[config.mk]
export PLATFORM = sky130hd
export DESIGN_NAME = ubx_frame_parser_unit
export DESIGN_NICKNAME = d
export VERILOG_FILES = /design/src/rtl/ubxp_pkg.sv /design/src/rtl/ubxp_step.sv /design/src/rtl/ubx_frame_parser_unit.sv
export SDC_FILE = /design/constraint.sdc
export NUM_CORES = 1
export LEC_CHECK = 0
export ABC_AREA = 1
export ABC_CLOCK_PERIOD_IN_PS = 4900
export BUFFER_PORTS_ARGS = -buffer_cell sky130_fd_sc_hd__clkbuf_2
export CORE_AREA = 2 2 127 129
export CTS_BUF_LIST = sky130_fd_sc_hd__clkbuf_2
export CTS_CLUSTER_DIAMETER = 80
export CTS_CLUSTER_SIZE = 28
export DETAILED_ROUTE_END_ITERATION = 8
export DIE_AREA = 0 0 129 131
export HOLD_SLACK_MARGIN = 0.03
export PLACE_DENSITY = 0.8
export SLEW_MARGIN = 20
export SYNTH_ARGS = -nofsm -noshare
export SYNTH_HDL_FRONTEND = slang
export SYNTH_HIERARCHICAL = 1
export SYNTH_SLANG_ARGS = --single-unit
[constraint.sdc]
create_clock -name i_clk -period 4.9 [get_ports i_clk]
set_clock_uncertainty 0.1 [all_clocks]
set_input_delay 0.98 -clock i_clk [delete_from_list [all_inputs] [get_ports i_clk]]
set_output_delay 0.98 -clock i_clk [all_outputs]
set_load 0.005 [all_outputs]
[src/rtl/ubxp_pkg.sv]
// Shared types, constants and register codes for the frame parser.
`timescale 1ns / 1ps

package ubxp_pkg;

    // Frame buffer size that the echoed positions must fit in
    localparam int unsigned FRAME_BUFFER_BYTES = 2048;

    localparam int unsigned POS_W  = 11;
    localparam int unsigned BYTE_W = 8;
    localparam int unsigned CFG_INDEX_W = 2;
    localparam int unsigned CFG_DATA_W  = 11;

    // Header size: two sync bytes, class, id and two length bytes
    localparam logic [16:0] HEADER_BYTES = 17'd6;

    // Reset values of the configuration registers
    localparam logic [BYTE_W-1:0] SYNC_FIRST_RESET   = 8'hAC;
    localparam logic [BYTE_W-1:0] SYNC_SECOND_RESET  = 8'h62;
    localparam logic [POS_W-1:0]  LENGTH_LIMIT_RESET = 11'd1500;

    // Configuration register indexes
    localparam logic [CFG_INDEX_W-1:0] REG_SYNC_FIRST   = 2'd0;
    localparam logic [CFG_INDEX_W-1:0] REG_SYNC_SECOND  = 2'd1;
    localparam logic [CFG_INDEX_W-1:0] REG_LENGTH_LIMIT = 2'd2;

    // Positions (counted from one) of the header bytes
    localparam logic [POS_W-1:0] CNT_FIRST_SYNC = 11'd1;
    localparam logic [POS_W-1:0] CNT_CLASS      = 11'd3;
    localparam logic [POS_W-1:0] CNT_IDENT      = 11'd4;
    localparam logic [POS_W-1:0] CNT_LEN_LOW    = 11'd5;
    localparam logic [POS_W-1:0] CNT_LEN_HIGH   = 11'd6;

    typedef enum logic [1:0] {
        PH_HUNT    = 2'd0,
        PH_HEADER  = 2'd1,
        PH_PAYLOAD = 2'd2,
        PH_CHECK   = 2'd3
    } t_phase;

    // Parser state carried from one byte to the next
    typedef struct packed {
        t_phase              phase;
        logic [POS_W-1:0]    position;
        logic [POS_W-1:0]    expected_length;
        logic [BYTE_W-1:0]   sum_a;
        logic [BYTE_W-1:0]   sum_b;
        logic [BYTE_W-1:0]   held_class;
        logic [BYTE_W-1:0]   held_ident;
        logic [BYTE_W-1:0]   length_low;
    } t_state;

    // Configuration register set
    typedef struct packed {
        logic [BYTE_W-1:0] sync_first;
        logic [BYTE_W-1:0] sync_second;
        logic [POS_W-1:0]  length_limit;
    } t_cfg;

    // One result transaction
    typedef struct packed {
        logic [BYTE_W-1:0] echo_byte;
        logic [POS_W-1:0]  byte_position;
        logic              frame_done;
        logic [POS_W-1:0]  total_length;
        logic [BYTE_W-1:0] frame_class;
        logic [BYTE_W-1:0] frame_ident;
    } t_result;

endpackage

[src/rtl/ubxp_step.sv]
// Per-byte parser step: next state and result from current state and byte.
`timescale 1ns / 1ps

module ubxp_step (
    input  ubxp_pkg::t_state                  i_state,
    input  ubxp_pkg::t_cfg                    i_cfg,
    input  logic [ubxp_pkg::BYTE_W-1:0]       i_byte,
    output ubxp_pkg::t_state                  o_state,
    output ubxp_pkg::t_result                 o_result
);

    localparam logic [17:0] BUFFER_LIMIT = 18'(ubxp_pkg::FRAME_BUFFER_BYTES);

    logic [ubxp_pkg::POS_W-1:0]  cnt;
    logic [ubxp_pkg::POS_W-1:0]  check_a_cnt;
    logic [ubxp_pkg::BYTE_W-1:0] add_a;
    logic [ubxp_pkg::BYTE_W-1:0] add_b;
    logic [16:0]                 total;
    logic [17:0]                 total_plus2;
    logic                        length_ok;
    logic                        first_slot;
    logic                        at_check_a;
    logic                        check_b_ok;
    ubxp_pkg::t_phase            n_phase;

    // Counters and Fletcher running sums
    assign cnt         = i_state.position + 11'd1;
    assign check_a_cnt = i_state.expected_length + 11'd1;
    assign add_a       = i_state.sum_a + i_byte;
    assign add_b       = i_state.sum_b + add_a;
    assign first_slot  = (cnt == ubxp_pkg::CNT_FIRST_SYNC);
    assign at_check_a  = (cnt == check_a_cnt);
    assign check_b_ok  = (i_byte == i_state.sum_b);

    // Length check on the high length byte
    assign total       = {1'b0, i_byte, i_state.length_low} + ubxp_pkg::HEADER_BYTES;
    assign total_plus2 = {1'b0, total} + 18'd2;
    assign length_ok   = (total > ubxp_pkg::HEADER_BYTES)
                      && (total < {6'd0, i_cfg.length_limit})
                      && (total_plus2 <= BUFFER_LIMIT);

    // Next phase
    always_comb begin
        n_phase = i_state.phase;
        unique case (i_state.phase)
            ubxp_pkg::PH_HUNT: begin
                if (!first_slot && i_byte == i_cfg.sync_second) begin
                    n_phase = ubxp_pkg::PH_HEADER;
                end
            end
            ubxp_pkg::PH_HEADER: begin
                if (cnt == ubxp_pkg::CNT_LEN_HIGH) begin
                    n_phase = length_ok ? ubxp_pkg::PH_PAYLOAD : ubxp_pkg::PH_HUNT;
                end
            end
            ubxp_pkg::PH_PAYLOAD: begin
                if (cnt == i_state.expected_length) begin
                    n_phase = ubxp_pkg::PH_CHECK;
                end
            end
            ubxp_pkg::PH_CHECK: begin
                if (!at_check_a || i_byte != i_state.sum_a) begin
                    n_phase = ubxp_pkg::PH_HUNT;
                end
            end
            default: n_phase = ubxp_pkg::PH_HUNT;
        endcase
    end

    // Datapath state and result
    always_comb begin
        o_state       = i_state;
        o_state.phase = n_phase;
        o_state.position = cnt;

        o_result               = '0;
        o_result.echo_byte     = i_byte;
        o_result.byte_position = i_state.position;

        unique case (i_state.phase)
            ubxp_pkg::PH_HUNT: begin
                if (first_slot) begin
                    if (i_byte != i_cfg.sync_first) begin
                        o_state.position = '0;
                    end
                end else if (i_byte == i_cfg.sync_second) begin
                    o_state.sum_a = '0;
                    o_state.sum_b = '0;
                end else begin
                    o_state.position = '0;
                end
            end
            ubxp_pkg::PH_HEADER: begin
                o_state.sum_a = add_a;
                o_state.sum_b = add_b;
                priority if (cnt == ubxp_pkg::CNT_CLASS) begin
                    o_state.held_class = i_byte;
                end else if (cnt == ubxp_pkg::CNT_IDENT) begin
                    o_state.held_ident = i_byte;
                end else if (cnt == ubxp_pkg::CNT_LEN_LOW) begin
                    o_state.length_low = i_byte;
                end else if (cnt == ubxp_pkg::CNT_LEN_HIGH) begin
                    if (length_ok) begin
                        o_state.expected_length = total[ubxp_pkg::POS_W-1:0];
                    end else begin
                        o_state.position = '0;
                    end
                end
            end
            ubxp_pkg::PH_PAYLOAD: begin
                o_state.sum_a = add_a;
                o_state.sum_b = add_b;
            end
            ubxp_pkg::PH_CHECK: begin
                if (at_check_a) begin
                    if (i_byte != i_state.sum_a) begin
                        o_state.position = '0;
                    end
                end else begin
                    o_state.position = '0;
                    if (check_b_ok) begin
                        o_result.frame_done   = 1'b1;
                        o_result.total_length = i_state.expected_length;
                        o_result.frame_class  = i_state.held_class;
                        o_result.frame_ident  = i_state.held_ident;
                    end
                end
            end
            default: o_state.position = '0;
        endcase
    end

endmodule

[src/rtl/ubx_frame_parser_unit.sv]
// Top level of the binary navigation frame parser.
`timescale 1ns / 1ps

// Frame parser: takes one received byte per transaction, echoes it with its
// frame buffer position and flags the byte that ends a frame whose Fletcher-8
// check passed, reporting total length, class and id. The state update is a
// single pass through the step logic between the state registers and the
// result register, so a new byte is accepted every cycle as long as the
// result register is empty or being drained in the same cycle (i_ready low
// stalls input through o_ready). The result of each byte is registered.
// Configuration writes are always accepted and should only be made while
// the parser is idle.
module ubx_frame_parser_unit (
    input  logic                                i_clk,
    input  logic                                i_rst_n,
    // byte input
    input  logic                                i_valid,
    output logic                                o_ready,
    input  logic [ubxp_pkg::BYTE_W-1:0]         i_rx_byte,
    // result output
    output logic                                o_valid,
    input  logic                                i_ready,
    output logic [ubxp_pkg::BYTE_W-1:0]         o_echo_byte,
    output logic [ubxp_pkg::POS_W-1:0]          o_byte_position,
    output logic                                o_frame_done,
    output logic [ubxp_pkg::POS_W-1:0]          o_total_length,
    output logic [ubxp_pkg::BYTE_W-1:0]         o_frame_class,
    output logic [ubxp_pkg::BYTE_W-1:0]         o_frame_ident,
    // configuration writes
    input  logic                                i_cfg_valid,
    output logic                                o_cfg_ready,
    input  logic [ubxp_pkg::CFG_INDEX_W-1:0]    i_cfg_index,
    input  logic [ubxp_pkg::CFG_DATA_W-1:0]     i_cfg_data
);

    ubxp_pkg::t_cfg    r_cfg;
    ubxp_pkg::t_state  r_state;
    ubxp_pkg::t_state  n_state;
    ubxp_pkg::t_result r_result;
    ubxp_pkg::t_result n_result;
    logic              r_out_valid;
    logic              in_take;

    assign o_cfg_ready = 1'b1;
    assign o_ready     = !r_out_valid || i_ready;
    assign in_take     = i_valid && o_ready;

    // Configuration registers
    always_ff @(posedge i_clk) begin
        if (!i_rst_n) begin
            r_cfg.sync_first   <= ubxp_pkg::SYNC_FIRST_RESET;
            r_cfg.sync_second  <= ubxp_pkg::SYNC_SECOND_RESET;
            r_cfg.length_limit <= ubxp_pkg::LENGTH_LIMIT_RESET;
        end else if (i_cfg_valid) begin
            unique case (i_cfg_index)
                ubxp_pkg::REG_SYNC_FIRST:   r_cfg.sync_first   <= i_cfg_data[7:0];
                ubxp_pkg::REG_SYNC_SECOND:  r_cfg.sync_second  <= i_cfg_data[7:0];
                ubxp_pkg::REG_LENGTH_LIMIT: r_cfg.length_limit <= i_cfg_data;
                default: ;
            endcase
        end
    end

    // Step logic
    ubxp_step u_step (
        .i_state  (r_state),
        .i_cfg    (r_cfg),
        .i_byte   (i_rx_byte),
        .o_state  (n_state),
        .o_result (n_result)
    );

    // Parser state, updated on each accepted byte; all zero is hunting
    always_ff @(posedge i_clk) begin
        if (!i_rst_n) begin
            r_state <= '0;
        end else if (in_take) begin
            r_state <= n_state;
        end
    end

    // Result register
    always_ff @(posedge i_clk) begin
        if (!i_rst_n) begin
            r_out_valid <= 1'b0;
        end else if (in_take) begin
            r_out_valid <= 1'b1;
        end else if (i_ready) begin
            r_out_valid <= 1'b0;
        end
    end

    always_ff @(posedge i_clk) begin
        if (in_take) begin
            r_result <= n_result;
        end
    end

    assign o_valid         = r_out_valid;
    assign o_echo_byte     = r_result.echo_byte;
    assign o_byte_position = r_result.byte_position;
    assign o_frame_done    = r_result.frame_done;
    assign o_total_length  = r_result.total_length;
    assign o_frame_class   = r_result.frame_class;
    assign o_frame_ident   = r_result.frame_ident;

endmodule

==> out/qor.csv <==
metric;value;unit
H-tree depth;4;
Die Span Y;131;µm
Register Area;3250;µm²
RSZ-0062 raised after global routing;false;
worst-margin pin slew;1110;ps
final setup fails;0;
fin crit period;3780;ps
Final Hold Viols;0;
grt ovf;0;
register area share after synthesis;34.0;%
Detail Route Antenna Nets;0;
First-pass DRT Iterations;6;
Slew HR;26.3;%
dpl cell area;9800;µm²
Final nets;1468;
first-pass GRT wire length;36.4;mm
Max IR drop VDD;232;µV
Resized cells post-CTS;0;
GPL Wtd Cong;0.980;
Syn Nets;1451;
hpwl dp;15.2;mm
average size of a mapped cell;6.90;µm²
WP data arrival;4340;ps
crit-path max FO;22;
hold_ws;337;ps
final worst-path cycle share;77.2;%
Layout Area Growth over Synthesis;5.08;%
vias;8747;
Post-CTS Hold Buffers;0;
CTS max path bufs;2;
WP data required;5460;ps
Hold Path Class;primary input to flip-flop;
met2 Track Usage GR;43.7;%
routed len/inst;13.3;µm
I/O pins;76;
Critical Path Source Type;flip-flop;
Post-CTS Setup Bufs;0;
GRT Total Usage;26.7;%
Async S/R FF share, synth;0;%
pwr/cell area;273;nW/µm²
grt peak-use layer;met2;
kind of critical path;flip-flop to flip-flop;
area occupied by multi-input gates;5130;µm²
max cap viols;0;
grt met3 use;4.56;%
Die Wd;129;µm
CTS Buf Count;17;
violation count after the first detailed-route iteration;763;
Die ar.;16900;µm²
R2R depth;23;
setup TNS;0;ps
clock sink count;139;
number of global-route vias before repair;7611;
Pleak;4.75;nW
status;complete, no violations;
CTS tree;done;
share of layout cells above drive strength 1;14.3;%
Core Box Area;15600;µm²
DR DRC count;0;
largest net degree at the start of global routing;112;
Yosys reg bits;139;
final core occ;64.5;%
Initial Utilization;61.4;%
Vias per Instance;5.35;
Synth cell types;52;
Worst-Skew Late Latency;740;ps
Hold Crit Depth;3;
Top FF cell, synth;dfxtp_1;
element type at the critical path end;flip-flop;
met1 Use GR;36.0;%
clock transition at the registers of the reported paths;250;ps
Max Clk Rate;0.264;GHz
final WL;21.8;mm
R2R Setup Slk;1120;ps
synthesized instance count;1388;
cell row count;46;
initial antenna violation count;0;
Post-synth EDFFs;47;
Layout Cell Area excl Fill;10100;µm²
# diodes;0;
Fillers;1438;
Pins Over Slew Limit;0;
Buffers on Ports;74;
CTS root buf;clkbuf_2;
synthesized area;9570;µm²
number of synthesis warnings;6;
## placed cells by master, fill, tap and decap left out, types with 35 or more instances in the layout
cell type,synthesis,final
ha_1,35,35
nor2_1,145,144
inv_1,182,182
nand2_1,318,317
nand3_1,134,134
dfxtp_1,92,92
o21ai_0,41,41
clkbuf_2,0,89
a21oi_1,82,81
edfxtp_1,47,47
## per-layer routing
layer  wire, µm  share of wire [%]
met1      10200                 47
met2       9850                 45
met3       1240                5.7
met4        472                2.2
met5          0                  0
## critical path, stage by stage (launching register included)
cell and delay, ps:
dfxtp_1 550, inv_2 110, ha_1 300, inv_2 90, nand2_2 80, o21ai_0 240, nand2_2 130, ha_1 290
nand2_1 80, nor2_1 50, a211oi_1 190, nand2_1 80, a21oi_1 120, nor2_1 60, nor2_1 120, nand2_2 80
inv_1 60, nand3_2 380, nand2_1 230, o21ai_2 70, inv_1 70, nand3_1 70, nand2_1 100, nor2_1 40
## report_power, final
group,switching (mW),leakage (nW),internal [mW]
sequential,0.0729,1.23,1.27
combinational,0.424,3.36,0.247
clock,0.483,0.156,0.255
## sequential cells by signal, summed over array words and instances (netlist names)
| register | flops |
|---|---|
| o_frame_class | 8 |
| o_valid | 1 |
| r_state | 64 |
| o_echo_byte | 8 |
| r_cfg | 27 |
| o_frame_ident | 8 |
| o_frame_done | 1 |
| o_total_length | 11 |
| o_byte_position | 11 |
## metrics by stage
| stage | instances | total power, mW | setup slack, ps |
|---|---|---|---|
| final | 1634 | 2.75 | 1120 |
| after global routing | 1634 | 2.92 | 746 |
| after CTS | 1634 | 2.75 | 1160 |
| after detailed placement | 1602 | 2.02 | 898 |
| after global placement | 1602 | 2.01 | 995 |
| after floorplan | 1388 | 1.88 | 825 |
## cell usage after synthesis (3+ instances only)
library cell	number	area (µm²)
nor4_1	3	18.8
clkbuf_1	14	52.6
dfxtp_1	92	1840
or2_2	13	81.3
xor2_1	27	236
o21ai_0	41	205
nor2_2	12	75.1
o21bai_1	3	22.5
xnor2_1	8	70.1
nor3_1	18	90.1
nand3_2	7	70.1
ha_1	35	438
o21ai_2	10	87.6
nor3b_1	17	128
nand2_1	318	1190
edfxtp_1	47	1410
buf_6	5	56.3
o21ai_1	8	40.0
nor2_1	145	544
nor3_2	3	30.0
buf_4	26	195
inv_2	9	33.8
o22ai_1	4	25.0
nand2_2	18	113
inv_1	182	683
buf_2	36	180
a21oi_1	82	410
nand4_1	34	213
a22o_1	3	26.3
nor2_4	7	78.8
nand3_1	134	671
## final cells by class
class | instances | share of cell area [%]
Timing Repair Buffer | 81 | 4.23
Multi-Input combinational cell | 974 | 51.0
Tap cell | 216 | 2.69
Clock buffer | 17 | 0.846
Clock inverter | 15 | 1.75
Sequential cell | 139 | 32.3
Inverter | 192 | 7.16
## worst paths after layout
kind,startpoint,end
max,r_state[1]$_SDFFE_PN0P_,r_state[41]$_SDFFE_PN0P_
min,i_cfg_data[9],r_cfg[9]$_SDFFE_PN0P_
max reg2reg,r_state[1]$_SDFFE_PN0P_,r_state[41]$_SDFFE_PN0P_
min reg2reg,r_cfg[6]$_SDFFE_PN1P_,r_cfg[6]$_SDFFE_PN1P_
## kinds of logic (layout without fill, tap and decap cells)
| kind of cell | count (synthesis) | count (layout) | synth area share [%] |
|---|---|---|---|
| other | 1 | 1 | 0.0392 |
| flip-flops | 139 | 139 | 34.0 |
| adder cells (fa/ha/maj) | 37 | 37 | 4.99 |
| AND/OR/NAND/NOR | 737 | 737 | 35.3 |
| XOR/XNOR | 37 | 37 | 3.54 |
| buffers and inverters | 275 | 305 | 12.7 |
| AO/OA/AOI/OAI | 162 | 162 | 9.47 |
No activity file was read; power rests on OpenSTA's default activity.
